<file path="config.mk">
export PLATFORM = sky130hd
export DESIGN_NAME = lsb_stego_payload_extractor_core
export DESIGN_NICKNAME = d
export VERILOG_FILES = /design/src/rtl/core/lspe_pkg.sv /design/src/rtl/core/lsb_stego_payload_extractor_core.sv /design/src/rtl/core/lspe_frame_fsm.sv /design/src/rtl/core/lspe_out_buf.sv
export SDC_FILE = /design/constraint.sdc
export NUM_CORES = 1
export LEC_CHECK = 0
export ABC_AREA = 1
export BUFFER_PORTS_ARGS = -buffer_cell sky130_fd_sc_hd__clkbuf_2
export CAP_MARGIN = 40
export CORE_MARGIN = 2
export CORE_UTILIZATION = 35
export DETAILED_ROUTE_END_ITERATION = 10
export MAX_ROUTING_LAYER = met4
export PLACE_DENSITY = 0.5
export SKIP_CTS_REPAIR_TIMING = 1
export SLEW_MARGIN = 40
export SYNTH_ARGS = -nofsm -noshare
export SYNTH_HDL_FRONTEND = slang
export SYNTH_SLANG_ARGS = --single-unit
</file>
<file path="constraint.sdc">
create_clock -name clk -period 5.7 [get_ports clk]
set_input_delay 0.285 -clock clk [delete_from_list [all_inputs] [get_ports clk]]
set_output_delay 0.285 -clock clk [all_outputs]
set_load 0.02 [all_outputs]
</file>
<file path="src/rtl/core/lspe_pkg.sv">
// Shared types and constants of the LSB stego payload extractor.
// No dependencies; used by every module of the core.
package lspe_pkg;

  // Frame phases of the hidden stream.
  typedef enum logic [2:0] {
    PH_SKIP,
    PH_MAGIC,
    PH_EXTLEN,
    PH_EXT,
    PH_PAYLEN,
    PH_PAY,
    PH_STOP
  } lspe_phase_t;

  // Result kinds.
  localparam logic [1:0] KIND_EXT    = 2'd0;
  localparam logic [1:0] KIND_PAY    = 2'd1;
  localparam logic [1:0] KIND_STATUS = 2'd2;

  // Status codes.
  localparam logic [1:0] ST_OK        = 2'd0;
  localparam logic [1:0] ST_MAGIC_BAD = 2'd1;
  localparam logic [1:0] ST_EXT_LONG  = 2'd2;

  // Configuration register indexes.
  localparam logic [1:0] REG_HEADER_LENGTH = 2'd0;
  localparam logic [1:0] REG_MAGIC_FIRST   = 2'd1;
  localparam logic [1:0] REG_MAGIC_SECOND  = 2'd2;

  // Reset values of the configuration registers.
  localparam logic [15:0] HEADER_LENGTH_RST = 16'd54;
  localparam logic [7:0]  MAGIC_FIRST_RST   = 8'd35;
  localparam logic [7:0]  MAGIC_SECOND_RST  = 8'd42;

  // Extension lengths at or above this bound are rejected.
  localparam int unsigned EXT_CAP = 8;

  // Configuration seen by the frame logic.
  typedef struct packed {
    logic [15:0] header_length;
    logic [7:0]  magic_first;
    logic [7:0]  magic_second;
  } lspe_cfg_t;

  // One result item.
  typedef struct packed {
    logic [7:0] out_byte;
    logic [1:0] kind;
    logic [1:0] status;
    logic       last;
  } lspe_res_t;

endpackage

</file>
<file path="src/rtl/core/lsb_stego_payload_extractor_core.sv">
// Top level of the LSB stego payload extractor core.
// Depends on lspe_pkg, lspe_frame_fsm and lspe_out_buf.
//
//  Channel | Ports                           | Carries
//  in      | in_tvalid/in_tready/in_tdata    | image_byte
//  out     | out_tvalid/out_tready/tdata/... | out_byte; tuser kind, status; tlast last
//  cfg     | cfg_valid/cfg_ready/index/data  | register writes
//
// One image byte is accepted per cycle; its result, if any, is registered into
// a two-entry output buffer behind any older results. Input is held off only
// when that buffer is full. Reset is synchronous and active low; no clearing
// pass is needed. Configuration writes are always accepted.
module lsb_stego_payload_extractor_core #(
  parameter int unsigned EXT_CAP = lspe_pkg::EXT_CAP
) (
  input  logic        clk,
  input  logic        rst_n,
  input  logic        in_tvalid,
  output logic        in_tready,
  input  logic [7:0]  in_tdata,   // [7:0] image_byte
  output logic        out_tvalid,
  input  logic        out_tready,
  output logic [7:0]  out_tdata,  // [7:0] out_byte
  output logic [3:0]  out_tuser,  // [1:0] kind, [3:2] status
  output logic        out_tlast,
  input  logic        cfg_valid,
  output logic        cfg_ready,
  input  logic [1:0]  cfg_index,
  input  logic [15:0] cfg_data
);

  lspe_pkg::lspe_cfg_t cfg_r, cfg_nxt;
  lspe_pkg::lspe_res_t res, out_res;
  logic res_valid;
  logic buf_not_full;
  logic in_fire;

  assign cfg_ready = 1'b1;
  assign in_tready = buf_not_full;
  assign in_fire   = in_tvalid && in_tready;

  // Configuration register writes; unknown indexes are ignored.
  always_comb begin
    cfg_nxt = cfg_r;
    if (cfg_valid && cfg_ready) begin
      case (cfg_index)
        lspe_pkg::REG_HEADER_LENGTH: cfg_nxt.header_length = cfg_data;
        lspe_pkg::REG_MAGIC_FIRST:   cfg_nxt.magic_first   = cfg_data[7:0];
        lspe_pkg::REG_MAGIC_SECOND:  cfg_nxt.magic_second  = cfg_data[7:0];
        default:                     cfg_nxt = cfg_r;
      endcase
    end
  end

  always_ff @(posedge clk) begin
    if (!rst_n) begin
      cfg_r <= '{header_length: lspe_pkg::HEADER_LENGTH_RST,
                 magic_first:   lspe_pkg::MAGIC_FIRST_RST,
                 magic_second:  lspe_pkg::MAGIC_SECOND_RST};
    end else begin
      cfg_r <= cfg_nxt;
    end
  end

  lspe_frame_fsm #(
    .EXT_CAP (EXT_CAP)
  ) u_fsm (
    .clk        (clk),
    .rst_n      (rst_n),
    .in_fire    (in_fire),
    .image_byte (in_tdata),
    .cfg        (cfg_r),
    .res_valid  (res_valid),
    .res        (res)
  );

  lspe_out_buf u_buf (
    .clk        (clk),
    .rst_n      (rst_n),
    .push       (res_valid),
    .push_data  (res),
    .not_full   (buf_not_full),
    .out_tvalid (out_tvalid),
    .out_tready (out_tready),
    .out_data   (out_res)
  );

  // Result fields onto the stream ports.
  assign out_tdata = out_res.out_byte;
  assign out_tuser = {out_res.status, out_res.kind};
  assign out_tlast = out_res.last;

endmodule

</file>
<file path="src/rtl/core/lspe_frame_fsm.sv">
// Frame decoder: header skip, bit gathering and the hidden frame state machine.
// Depends on lspe_pkg; produces at most one result per accepted byte.
module lspe_frame_fsm #(
  parameter int unsigned EXT_CAP = lspe_pkg::EXT_CAP
) (
  input  logic               clk,
  input  logic               rst_n,
  input  logic               in_fire,
  input  logic [7:0]         image_byte,
  input  lspe_pkg::lspe_cfg_t cfg,
  output logic               res_valid,
  output lspe_pkg::lspe_res_t res
);

  lspe_pkg::lspe_phase_t phase_r, phase_nxt;
  logic [15:0] skip_r, skip_nxt;
  logic [2:0]  bit_cnt_r, bit_cnt_nxt;
  logic [7:0]  shift_r, shift_nxt;
  logic [1:0]  fidx_r, fidx_nxt;
  logic [23:0] gather_r, gather_nxt;
  logic [30:0] rem_r, rem_nxt;
  logic        magic_ok_r, magic_ok_nxt;

  // Next state: one byte is fully handled in the cycle it is accepted.
  always_comb begin
    lspe_pkg::lspe_phase_t ph;
    logic        do_bits;
    logic [7:0]  sh;
    logic [31:0] sz_raw;
    logic [30:0] sz;
    logic        ok;

    phase_nxt    = phase_r;
    skip_nxt     = skip_r;
    bit_cnt_nxt  = bit_cnt_r;
    shift_nxt    = shift_r;
    fidx_nxt     = fidx_r;
    gather_nxt   = gather_r;
    rem_nxt      = rem_r;
    magic_ok_nxt = magic_ok_r;
    res_valid    = 1'b0;
    res          = '0;
    ph           = phase_r;
    do_bits      = 1'b0;
    sh           = {shift_r[6:0], image_byte[0]};
    sz_raw       = {sh, gather_r};
    sz           = sz_raw[31] ? 31'd0 : sz_raw[30:0];
    ok           = magic_ok_r && (sh == cfg.magic_second);

    if (in_fire && (phase_r != lspe_pkg::PH_STOP)) begin
      do_bits = 1'b1;
      // Header skip; the byte that ends the skip is already hidden data.
      if (phase_r == lspe_pkg::PH_SKIP) begin
        if (skip_r < cfg.header_length) begin
          skip_nxt = skip_r + 16'd1;
          do_bits  = 1'b0;
        end else begin
          ph        = lspe_pkg::PH_MAGIC;
          phase_nxt = lspe_pkg::PH_MAGIC;
          fidx_nxt  = 2'd0;
        end
      end
    end

    if (do_bits) begin
      if (bit_cnt_r != 3'd7) begin
        bit_cnt_nxt = bit_cnt_r + 3'd1;
        shift_nxt   = sh;
      end else begin
        bit_cnt_nxt = 3'd0;
        shift_nxt   = 8'd0;
        case (ph)
          lspe_pkg::PH_MAGIC: begin
            if (fidx_nxt == 2'd0) begin
              magic_ok_nxt = (sh == cfg.magic_first);
              fidx_nxt     = 2'd1;
            end else if (!ok) begin
              magic_ok_nxt = 1'b0;
              phase_nxt    = lspe_pkg::PH_STOP;
              res_valid    = 1'b1;
              res = '{out_byte: 8'd0, kind: lspe_pkg::KIND_STATUS,
                      status: lspe_pkg::ST_MAGIC_BAD, last: 1'b1};
            end else begin
              phase_nxt  = lspe_pkg::PH_EXTLEN;
              fidx_nxt   = 2'd0;
              gather_nxt = 24'd0;
            end
          end
          lspe_pkg::PH_EXTLEN, lspe_pkg::PH_PAYLEN: begin
            // Little-endian length, completed by the fourth byte.
            if (fidx_r != 2'd3) begin
              case (fidx_r)
                2'd0:    gather_nxt[7:0]   = sh;
                2'd1:    gather_nxt[15:8]  = sh;
                default: gather_nxt[23:16] = sh;
              endcase
              fidx_nxt = fidx_r + 2'd1;
            end else begin
              fidx_nxt   = 2'd0;
              gather_nxt = 24'd0;
              if (ph == lspe_pkg::PH_EXTLEN) begin
                if (sz >= 31'(EXT_CAP)) begin
                  phase_nxt = lspe_pkg::PH_STOP;
                  res_valid = 1'b1;
                  res = '{out_byte: 8'd0, kind: lspe_pkg::KIND_STATUS,
                          status: lspe_pkg::ST_EXT_LONG, last: 1'b1};
                end else begin
                  rem_nxt   = sz;
                  phase_nxt = (sz == 31'd0) ? lspe_pkg::PH_PAYLEN : lspe_pkg::PH_EXT;
                end
              end else if (sz == 31'd0) begin
                // Empty payload ends the frame with a status result.
                phase_nxt = lspe_pkg::PH_STOP;
                res_valid = 1'b1;
                res = '{out_byte: 8'd0, kind: lspe_pkg::KIND_STATUS,
                        status: lspe_pkg::ST_OK, last: 1'b1};
              end else begin
                rem_nxt   = sz;
                phase_nxt = lspe_pkg::PH_PAY;
              end
            end
          end
          lspe_pkg::PH_EXT: begin
            rem_nxt   = rem_r - 31'd1;
            res_valid = 1'b1;
            res = '{out_byte: sh, kind: lspe_pkg::KIND_EXT,
                    status: lspe_pkg::ST_OK, last: 1'b0};
            if (rem_r == 31'd1) begin
              phase_nxt  = lspe_pkg::PH_PAYLEN;
              fidx_nxt   = 2'd0;
              gather_nxt = 24'd0;
            end
          end
          lspe_pkg::PH_PAY: begin
            rem_nxt   = rem_r - 31'd1;
            res_valid = 1'b1;
            res = '{out_byte: sh, kind: lspe_pkg::KIND_PAY,
                    status: lspe_pkg::ST_OK, last: (rem_r == 31'd1)};
            if (rem_r == 31'd1) begin
              phase_nxt = lspe_pkg::PH_STOP;
            end
          end
          default: begin
            phase_nxt = lspe_pkg::PH_STOP;
          end
        endcase
      end
    end
  end

  // State registers.
  always_ff @(posedge clk) begin
    if (!rst_n) begin
      phase_r    <= lspe_pkg::PH_SKIP;
      skip_r     <= 16'd0;
      bit_cnt_r  <= 3'd0;
      shift_r    <= 8'd0;
      fidx_r     <= 2'd0;
      gather_r   <= 24'd0;
      rem_r      <= 31'd0;
      magic_ok_r <= 1'b1;
    end else begin
      phase_r    <= phase_nxt;
      skip_r     <= skip_nxt;
      bit_cnt_r  <= bit_cnt_nxt;
      shift_r    <= shift_nxt;
      fidx_r     <= fidx_nxt;
      gather_r   <= gather_nxt;
      rem_r      <= rem_nxt;
      magic_ok_r <= magic_ok_nxt;
    end
  end

endmodule

</file>
<file path="src/rtl/core/lspe_out_buf.sv">
// Two-entry result buffer between the frame decoder and the output channel.
// Depends on lspe_pkg for the result type.
module lspe_out_buf (
  input  logic                clk,
  input  logic                rst_n,
  input  logic                push,
  input  lspe_pkg::lspe_res_t push_data,
  output logic                not_full,
  output logic                out_tvalid,
  input  logic                out_tready,
  output lspe_pkg::lspe_res_t out_data
);

  lspe_pkg::lspe_res_t mem_r [2];
  logic       wr_ptr_r, wr_ptr_nxt;
  logic       rd_ptr_r, rd_ptr_nxt;
  logic [1:0] count_r, count_nxt;
  logic       pop;

  assign pop        = out_tvalid && out_tready;
  assign not_full   = (count_r != 2'd2);
  assign out_tvalid = (count_r != 2'd0);
  assign out_data   = mem_r[rd_ptr_r];

  // Pointer and fill bookkeeping.
  always_comb begin
    wr_ptr_nxt = push ? ~wr_ptr_r : wr_ptr_r;
    rd_ptr_nxt = pop ? ~rd_ptr_r : rd_ptr_r;
    count_nxt  = count_r + {1'b0, push} - {1'b0, pop};
  end

  always_ff @(posedge clk) begin
    if (!rst_n) begin
      wr_ptr_r <= 1'b0;
      rd_ptr_r <= 1'b0;
      count_r  <= 2'd0;
    end else begin
      wr_ptr_r <= wr_ptr_nxt;
      rd_ptr_r <= rd_ptr_nxt;
      count_r  <= count_nxt;
    end
  end

  // Entry storage.
  always_ff @(posedge clk) begin
    if (push) begin
      mem_r[wr_ptr_r] <= push_data;
    end
  end

endmodule

</file>
==> impl_metrics.sql, run 1 <==
INSERT INTO impl_metrics (metric_group, metric, value, unit) VALUES
('worst_setup_path', 'critPathMaxFanout', '19', ''),
('worst_setup_path', 'worst-endpoint-arrival', '3.76', 'ns'),
('routing', 'routedWlPerCell', '14.64', 'µm'),
('routing', 'dr.pass1.iters', '5', ''),
('place', 'pre_cts_slack', '2.263', 'ns'),
('sta', 'final_hold_violations', '0', ''),
('floorplanning', 'total_number_of_placement_rows', '56', ''),
('yosys', 'yosys_warnings', '0', ''),
('clock_tree', 'number_of_sinks_on_the_clock_net', '150', ''),
('sta', 'grt_setup_unrepaired', 'false', ''),
('grt', 'global_route_wire_length_before_repair', '35350', 'µm'),
('yosys', 'synthArstFlopShare', '0', '%'),
('pwr', 'total_power', '2.351', 'mW'),
('floorplanning', 'die_h', '157.0', 'µm'),
('clock_tree', 'cts-buffers-inserted', '17', ''),
('sta', 'clock.fmax', '295.0', 'MHz'),
('routing', 'route.vias.total', '7129', ''),
('layout', 'most-common-layout-cells', '176 x sky130_fd_sc_hd__nand2_1, 133 x sky130_fd_sc_hd__nor2_1, 124 x sky130_fd_sc_hd__dfxtp_1, 112 x sky130_fd_sc_hd__inv_1, 112 x sky130_fd_sc_hd__a21oi_1', ''),
('sta', 'worst_clock_skew', '0.01286', 'ns'),
('yosys', 'yosys.cell_types.count', '45', ''),
('yosys', 'postSynthCellCount', '1111', ''),
('worst_setup_path', 'crit_required', '6.07', 'ns'),
('clock_tree', 'clock-root-buffer', 'sky130_fd_sc_hd__clkbuf_16', ''),
('yosys', 'synth-edff-count', '26', ''),
('floorplanning', 'die_w', '157.0', 'µm'),
('sta', 'final_period_minus_worst_setup_slack', '3.390', 'ns'),
('grt', 'overall_track_demand_over_capacity_in_global_routing', '18.81', '%'),
('floorplanning', 'initial_utilization', '35.24', '%'),
('routing', 'drt_drc_violations_left', '0', ''),
('hold_path', 'min_delay_worst_type', 'in2reg', ''),
('clock_tree', 'cts.reportedPaths.clkPinSlew', '0.07', 'ns'),
('routing', 'antenna_left', '0', ''),
('place', 'finalWeightedCongestion', '0.8215', ''),
('worst_setup_path', 'critical_path.endpoint_type', 'flip-flop', ''),
('pwr', 'worst_vdd_rail_ir_drop', '0.1521', 'mV'),
('sta', 'timing_max_transition_violations_final', '0', ''),
('layout', 'drive_above_1_share', '11.60', '%'),
('grt', 'vias_in_the_first_global_route', '6866', ''),
('run_status', 'run_status', 'completed', ''),
('routing', 'finalWirelength', '21330', 'µm'),
('grt', 'grt_max_degree', '103', ''),
('routing', 'viasPerCell', '4.893', ''),
('clock_tree', 'max_buffers_root_to_sink', '2', ''),
('pwr', 'power.leakage', '3.866', 'nW'),
('place', 'placed_cell_area', '0.008586', 'mm²'),
('floorplanning', 'ios', '47', ''),
('sta', 'worst-slew-pin-transition', '0.7425', 'ns'),
('worst_setup_path', 'timing.critical_path.from_type', 'flip-flop', ''),
('layout', 'num-nets-final', '1181', ''),
('yosys', 'ys.flop_type', 'sky130_fd_sc_hd__dfxtp_1', ''),
('floorplanning', 'design.die.area', '0.02466', 'mm²'),
('sta', 'hold_ws', '0.09590', 'ns'),
('yosys', 'synthesis.area_per_instance', '7.379', 'µm²'),
('pwr', 'cellPowerDensity', '255.9', 'mW/mm²'),
('worst_setup_path', 'critPathKind', 'reg2reg', ''),
('layout', 'layout.cells.most_common', 'sky130_fd_sc_hd__nand2_1', ''),
('sta', 'max-slew-margin-rel', '50.50', '%'),
('grt', 'number_of_antenna_violations_at_the_first_check_in_global_routing', '0', ''),
('layout', 'num_antenna_cells', '0', ''),
('sta', 'worst_slack', '2.310', 'ns'),
('grt', 'globalRoute.totalOverflow', '0', ''),
('place', 'placed_wire_length_estimate', '14920', 'µm'),
('sta', 'setup_violations', '0', ''),
('yosys', 'sequential_share_of_the_synthesized_area', '39.80', '%'),
('yosys', 'syn-cell-area', '0.008198', 'mm²'),
('yosys', 'ys_ff_latch', '150', ''),
('clock_tree', 'insertion_delay', '0.44', 'ns'),
('floorplanning', 'floorplan.core_area', '0.02326', 'mm²'),
('sta', 'setup_total_negative_slack', '0', 'ns'),
('flow_run', 'drv_cap', '0', ''),
('layout', 'area_delta_synth_final', '12.06', '%'),
('layout', 'final.fill_count', '2502', ''),
('yosys', 'synthesis.nets', '1167', ''),
('sta', 'final.period_utilization', '59.48', '%'),
('clock_tree', 'tritoncts', 'built', ''),
('routing', 'drt_iter0_drc', '425', ''),
('clock_tree', 'htree_num_levels', '4', ''),
('layout', 'final_area', '0.009186', 'mm²'),
('place', 'io_buffers', '38', '');
-- worst max-delay path, cell delays in order (launching register included) --
cell and delay, ns:
sky130_fd_sc_hd__dfxtp_1 0.31, sky130_fd_sc_hd__inv_1 0.05, sky130_fd_sc_hd__ha_1 0.31, sky130_fd_sc_hd__nand4_1 0.14
sky130_fd_sc_hd__nor3_1 0.30, sky130_fd_sc_hd__nand2_1 0.18, sky130_fd_sc_hd__nand3_2 0.14, sky130_fd_sc_hd__nand2_4 0.16
sky130_fd_sc_hd__a21oi_1 0.30, sky130_fd_sc_hd__nand2_1 0.18, sky130_fd_sc_hd__nand2_1 0.09, sky130_fd_sc_hd__nand2_1 0.09
sky130_fd_sc_hd__nand2_1 0.10, sky130_fd_sc_hd__inv_1 0.08, sky130_fd_sc_hd__ha_1 0.29, sky130_fd_sc_hd__inv_1 0.05
sky130_fd_sc_hd__ha_1 0.14, sky130_fd_sc_hd__xor2_1 0.18, sky130_fd_sc_hd__o21ai_0 0.09, sky130_fd_sc_hd__a21oi_1 0.15
-- metal layers --
layer / share of wire [%] / up-vias / GRT usage (%)
met3: 2.9 / 30 / 3.221
li1: - / 3730 / -
met5: 0 / - / -
met2: 46 / 103 / 29.62
met1: 50 / 3266 / 24.90
met4: 1.6 / 0 / 5.498
-- Yosys cell counts, types with 3 or more instances --
master,n,area (µm²)
sky130_fd_sc_hd__nand2_2,3,18.77
sky130_fd_sc_hd__edfxtp_1,26,780.8
sky130_fd_sc_hd__ha_1,25,312.8
sky130_fd_sc_hd__o31ai_1,3,22.52
sky130_fd_sc_hd__dfxtp_1,124,2482
sky130_fd_sc_hd__mux2_2,13,146.4
sky130_fd_sc_hd__xnor2_1,19,166.4
sky130_fd_sc_hd__clkbuf_1,25,93.84
sky130_fd_sc_hd__nand3_1,55,275.3
sky130_fd_sc_hd__nand2_1,176,660.6
sky130_fd_sc_hd__o211ai_1,9,67.56
sky130_fd_sc_hd__nand3_2,3,30.03
sky130_fd_sc_hd__nand4_1,25,156.4
sky130_fd_sc_hd__xor2_1,21,183.9
sky130_fd_sc_hd__inv_1,113,424.2
sky130_fd_sc_hd__or2_2,6,37.54
sky130_fd_sc_hd__a211oi_1,6,45.04
sky130_fd_sc_hd__buf_2,6,30.03
sky130_fd_sc_hd__nor3_1,39,195.2
sky130_fd_sc_hd__nor2_1,133,499.2
sky130_fd_sc_hd__o21bai_1,4,30.03
sky130_fd_sc_hd__o21ai_0,92,460.4
sky130_fd_sc_hd__nand2_4,3,33.78
sky130_fd_sc_hd__a31oi_1,3,18.77
sky130_fd_sc_hd__o21ai_1,8,40.04
sky130_fd_sc_hd__inv_2,10,37.54
sky130_fd_sc_hd__buf_6,5,56.30
sky130_fd_sc_hd__nor2_2,3,18.77
sky130_fd_sc_hd__nor2_4,5,56.30
sky130_fd_sc_hd__a21oi_1,112,560.5
sky130_fd_sc_hd__buf_4,6,45.04
sky130_fd_sc_hd__buf_1,6,22.52
sky130_fd_sc_hd__nor4_1,7,43.79
-- kinds of logic after synthesis --
logic type | after synthesis | share of synthesized area, %
AND/OR/NAND/NOR | 465 | 25.58
AO/OA/AOI/OAI | 242 | 15.80
buffers and inverters | 175 | 8.898
flip-flops | 150 | 39.80
XOR/XNOR | 40 | 4.274
adder cells (fa/ha/maj) | 25 | 3.816
multiplexers | 13 | 1.786
other | 1 | 0.04574
-- stage by stage --
step           util [%]  std cells
2_1_floorplan         -       1111
3_3_place_gp      36.87       1425
3_5_place_dp      36.91       1425
4_1_cts           39.49       1457
5_1_grt           39.49       1457
6_report          39.49       1457
-- registers in the layout (all words and copies together) (netlist names), 3 cells and up, named ones only --
signal           count
u_fsm.phase_r        3
u_buf.mem_r         26
u_fsm.skip_r        16
u_fsm.shift_r        7
u_fsm.bit_cnt_r      3
u_fsm.gather_r      24
u_fsm.rem_r         31
cfg_r               32
-- cell type report --
| class | count | area [µm²] | area share [%] |
|---|---|---|---|
| inverter | 127 | 481.7 | 5.244 |
| clock inverter | 14 | 161.4 | 1.757 |
| timing repair buffer | 43 | 231.5 | 2.520 |
| tap | 319 | 399.1 | 4.345 |
| multi-input combinational | 786 | 4210 | 45.83 |
| clock buffer | 18 | 439.2 | 4.781 |
| sequential | 150 | 3263 | 35.52 |
-- final timing paths --
check | from | to | slack (ns) | cells after the start
setup / recovery | cfg_r[31]$_SDFFE_PN0P_ | u_buf.count_r[1]$_SDFF_PN0_ | 2.31 | 19
hold / removal | cfg_data[3] | cfg_r[3]$_SDFFE_PN1P_ | 0.1 | 3
hold reg to reg | u_buf.rd_ptr_r$_SDFFE_PN0P_ | flip-flop | 0.45 | 1
setup reg to reg | cfg_r[31]$_SDFFE_PN0P_ | u_buf.count_r[1]$_SDFF_PN0_ | 2.31 | 19
-- where the power goes --
| part | leakage, nW | internal [mW] | switching, mW |
|---|---|---|---|
| Sequential | 1.23 | 1.09 | 0.00607 |
| Combinational | 2.34 | 0.0291 | 0.0566 |
| Clock | 0.297 | 0.671 | 0.503 |
Note: power is estimated with default switching activity, not from simulation.
==> run 2: changes to the inputs <==
--- a/config.mk
+++ b/config.mk
@@ -5,14 +5,14 @@
 export SDC_FILE = /design/constraint.sdc
 export NUM_CORES = 1
 export LEC_CHECK = 0
-export ABC_AREA = 1
+export ABC_AREA = 0
 export BUFFER_PORTS_ARGS = -buffer_cell sky130_fd_sc_hd__clkbuf_2
 export CAP_MARGIN = 40
 export CORE_MARGIN = 2
 export CORE_UTILIZATION = 35
 export DETAILED_ROUTE_END_ITERATION = 10
 export MAX_ROUTING_LAYER = met4
-export PLACE_DENSITY = 0.5
+export PLACE_DENSITY = 0.52
 export SKIP_CTS_REPAIR_TIMING = 1
 export SLEW_MARGIN = 40
 export SYNTH_ARGS = -nofsm -noshare
==> constraint.sdc (replaced) <==
create_clock -name clk -period 2.7 [get_ports clk]
set_input_delay 0.135 -clock clk [delete_from_list [all_inputs] [get_ports clk]]
set_output_delay 0.135 -clock clk [all_outputs]
set_load 0.02 [all_outputs]
==> run 2 against run 1 <==
- the flow now finishes with violations (setup timing)
- power increased by 110%
- synthesized area decreased by 4.0%
- worst hold slack worse by 0.085 ns
- maximum frequency rose by 24%
- register-to-register slack got worse by 2.3 ns
- die area fell by 3.9%
- final cell count down 9.1%
- sequential power grew 110%
- synthesized cell count decreased by 20%
- wire length rose by 1.2%
- sequential share of layout area fell by 3.6 points
- highest routed layer unchanged
==> impl_metrics.sql, run 2 <==
INSERT INTO impl_metrics (metric_group, metric, value, unit) VALUES
('run_status', 'run_status', 'finished, violations left', ''),
('run_status', 'violations', 'setup timing', ''),
('grt', 'vias_in_the_first_global_route', '6404', ''),
('pwr', 'cellPowerDensity', '473.7', 'mW/mm²'),
('yosys', 'synthesis.nets', '942', ''),
('place', 'placed_cell_area', '0.009293', 'mm²'),
('sta', 'final.period_utilization', '101.2', '%'),
('layout', 'max_flop_register', 'cfg_r', ''),
('place', 'placed_wire_length_estimate', '15420', 'µm'),
('sta', 'hold_ws', '0.01055', 'ns'),
('yosys', 'synth.largest_area_cell', 'sky130_fd_sc_hd__dfxtp_1', ''),
('sta', 'worst_slack', '-0.03300', 'ns'),
('sta', 'max-slew-margin-rel', '62.47', '%'),
('worst_setup_path', 'critical_path.endpoint_type', 'flip-flop', ''),
('routing', 'viasPerCell', '5.218', ''),
('worst_setup_path', 'critPathMaxFanout', '2', ''),
('layout', 'area_delta_synth_final', '30.56', '%'),
('worst_setup_path', 'crit_path_frequent_cell', 'sky130_fd_sc_hd__inv_1', ''),
('sta', 'setup_violations', '1', ''),
('yosys', 'syn-cell-area', '0.007870', 'mm²'),
('clock_tree', 'cts.reportedPaths.clkPinSlew', '0.07', 'ns'),
('sta', 'worst-slew-pin-transition', '0.5613', 'ns'),
('yosys', 'synthesis.area_per_instance', '8.883', 'µm²'),
('routing', 'drt_iter0_drc', '436', ''),
('floorplanning', 'floorplan.core_area', '0.02196', 'mm²'),
('routing', 'finalWirelength', '21580', 'µm'),
('worst_setup_path', 'critPathKind', 'reg2reg', ''),
('clock_tree', 'max_buffers_root_to_sink', '2', ''),
('sta', 'grt_setup_unrepaired', 'true', ''),
('grt', 'global_route_wire_length_before_repair', '34090', 'µm'),
('grt', 'grt_max_degree', '73', ''),
('clock_tree', 'number_of_sinks_on_the_clock_net', '150', ''),
('routing', 'routedWlPerCell', '16.30', 'µm'),
('grt', 'globalRoute.totalOverflow', '0', ''),
('yosys', 'yosys_warnings', '0', ''),
('yosys', 'ys.flop_type', 'sky130_fd_sc_hd__dfxtp_1', ''),
('clock_tree', 'tritoncts', 'built', ''),
('worst_setup_path', 'path_cells', 'inv_2, ha_4, a2111o_1, a31o_2, o31a_1, nand3_2, a21oi_2, inv_1, ha_1, inv_1, ha_2, xnor2_2, xnor2_1, and2_1', ''),
('yosys', 'synth_common_cells', '124 x sky130_fd_sc_hd__dfxtp_1, 113 x sky130_fd_sc_hd__nand2_1, 49 x sky130_fd_sc_hd__clkbuf_1', ''),
('floorplanning', 'ios', '47', ''),
('grt', 'overall_track_demand_over_capacity_in_global_routing', '18.67', '%'),
('routing', 'drt_drc_violations_left', '0', ''),
('layout', 'drive_above_1_share', '27.59', '%'),
('floorplanning', 'design.die.area', '0.02370', 'mm²'),
('worst_setup_path', 'critical_path.max_stage_delay', '0.42', 'ns'),
('clock_tree', 'htree_num_levels', '4', ''),
('sta', 'worst_clock_skew', '0.01283', 'ns'),
('flow_run', 'drv_cap', '0', ''),
('floorplanning', 'total_number_of_placement_rows', '54', ''),
('layout', 'top_regs', 'cfg_r: 32 flops, u_fsm.rem_r: 31 flops, u_buf.mem_r: 26 flops', ''),
('yosys', 'ys_ff_latch', '150', ''),
('sta', 'clock.fmax', '365.9', 'MHz'),
('pwr', 'worst_vdd_rail_ir_drop', '0.3705', 'mV'),
('layout', 'flip_flop_count_of_the_largest_register_all_copies_and_words_added', '32', ''),
('yosys', 'yosys.cell_types.count', '69', ''),
('yosys', 'postSynthCellCount', '886', ''),
('sta', 'final_hold_violations', '0', ''),
('worst_setup_path', 'worst_path_max_delay_cell', 'sky130_fd_sc_hd__a2111o_1', ''),
('clock_tree', 'clock-root-buffer', 'sky130_fd_sc_hd__clkbuf_16', ''),
('layout', 'num-nets-final', '1087', ''),
('layout', 'layout.cells.most_common', 'sky130_fd_sc_hd__buf_4', ''),
('yosys', 'sequential_share_of_the_synthesized_area', '41.46', '%'),
('layout', 'num_antenna_cells', '0', ''),
('hold_path', 'min_delay_worst_type', 'in2reg', ''),
('layout', 'final_area', '0.01027', 'mm²'),
('routing', 'antenna_left', '0', ''),
('yosys', 'synth.area.top_cells', 'sky130_fd_sc_hd__dfxtp_1 32%, sky130_fd_sc_hd__edfxtp_1 9.9%, sky130_fd_sc_hd__mux2i_1 5.7%', ''),
('yosys', 'synth-edff-count', '26', ''),
('worst_setup_path', 'timing.critical_path.from_type', 'flip-flop', ''),
('grt', 'number_of_antenna_violations_at_the_first_check_in_global_routing', '0', ''),
('yosys', 'yosys.area.top_type_share', '31.54', '%'),
('floorplanning', 'initial_utilization', '35.84', '%'),
('pwr', 'power.leakage', '4.227', 'nW'),
('place', 'io_buffers', '38', ''),
('worst_setup_path', 'crit_required', '3.03', 'ns'),
('yosys', 'synthArstFlopShare', '0', '%'),
('floorplanning', 'die_w', '154.0', 'µm'),
('sta', 'timing_max_transition_violations_final', '0', ''),
('clock_tree', 'cts-buffers-inserted', '17', ''),
('worst_setup_path', 'worst-endpoint-arrival', '3.06', 'ns'),
('clock_tree', 'insertion_delay', '0.43', 'ns'),
('routing', 'dr.pass1.iters', '5', ''),
('yosys', 'count_leader_synth', 'sky130_fd_sc_hd__dfxtp_1', ''),
('floorplanning', 'die_h', '154.0', 'µm'),
('place', 'finalWeightedCongestion', '0.8731', ''),
('routing', 'route.vias.total', '6908', ''),
('sta', 'final_period_minus_worst_setup_slack', '2.733', 'ns'),
('layout', 'most-common-layout-cells', '123 x sky130_fd_sc_hd__buf_4, 113 x sky130_fd_sc_hd__nand2_1, 109 x sky130_fd_sc_hd__dfxtp_1, 47 x sky130_fd_sc_hd__nand3_1, 45 x sky130_fd_sc_hd__mux2i_1', '');
==> run 2: changes by cell type in the layout (fill, tap and decap cells not counted), sizes merged, moves of 19 or more <==
| cell | change |
|---|---|
| inv | -85 |
| buf | +125 |
| mux2i | +45 |
| nor2b | +19 |
| nand2 | -69 |
| o21ai | -70 |
| a21oi | -76 |
| nor2 | -105 |
| a21boi | +28 |
==> run 2: kinds of logic after synthesis <==
logic type | count (synthesis) | share of synthesized area (%)
mux | 58 | 7.583
buf+inv | 97 | 4.722
fa+ha+maj | 25 | 3.975
other cells | 1 | 0.04765
flops | 150 | 41.46
xor+xnor | 34 | 3.784
simple gates | 342 | 22.02
compound gates | 179 | 16.41
==> run 2: worst max-delay path: cells and delay by family, from the launching register on <==
family / cells / cell delay [ns]
DFF: 1 / 0.32
AOI/OAI and AO/OA: 4 / 1.10
buffers and inverters: 3 / 0.17
adders and majority gates: 3 / 0.61
and+or+nand+nor: 2 / 0.26
xor gates and xnor gates: 2 / 0.18
==> run 2: area by class of cell <==
cell class                 count  area, µm²
inverter                      40      150.1
multi-input combinational    640       4517
fill                        2135      11680
timing repair buffer         182       1391
tap                          280      350.3
sequential                   150       3282
clock inverter                13      128.9
clock buffer                  19      455.4
==> run 2: routing by layer <==
metal / routed length, µm / track usage [%] / part of all wire (%)
met5: 0 / - / 0
met4: 308 / 4.450 / 1.4
met2: 9911 / 28.81 / 46
met1: 10620 / 25.58 / 49
met3: 746 / 3.185 / 3.5
==> run 2: final timing paths <==
kind | startpoint | to | slack (ns) | cells past startpoint
setup / recovery | cfg_r[17]$_SDFFE_PN1P_ | u_buf.count_r[1]$_SDFF_PN0_ | -0.03 | 14
hold / removal | cfg_data[2] | cfg_r[18]$_SDFFE_PN1P_ | 0.01 | 3
hold reg to reg | cfg_r[24]$_SDFFE_PN0P_ | cfg_r[24]$_SDFFE_PN0P_ | 0.46 | 2
setup reg to reg | cfg_r[17]$_SDFFE_PN1P_ | u_buf.count_r[1]$_SDFF_PN0_ | -0.03 | 14
==> run 2: power breakdown <==
part,total [mW],internal [mW],leakage [nW],switching [mW]
sequential,2.30,2.29,1.19,0.0151
combinational,0.203,0.0945,2.75,0.108
clock,2.36,1.28,0.284,1.08
total,4.87,3.67,4.23,1.20
==> run 2: per-stage QoR <==
stage / setup slack, ns / instances / total power [mW] / setup TNS, ns / util, %
5_1_grt: -0.1570 / 1324 / 5.048 / -0.7393 / 46.79
6_report: -0.03300 / 1324 / 4.867 / -0.03300 / 46.79
2_1_floorplan: -0.04308 / 886 / 2.466 / -0.04308 / -
3_5_place_dp: -0.09010 / 1273 / 2.530 / -1.365 / 42.32
3_3_place_gp: -0.1042 / 1273 / 2.527 / -1.447 / 42.32
4_1_cts: -0.09971 / 1305 / 4.901 / -1.612 / 44.98
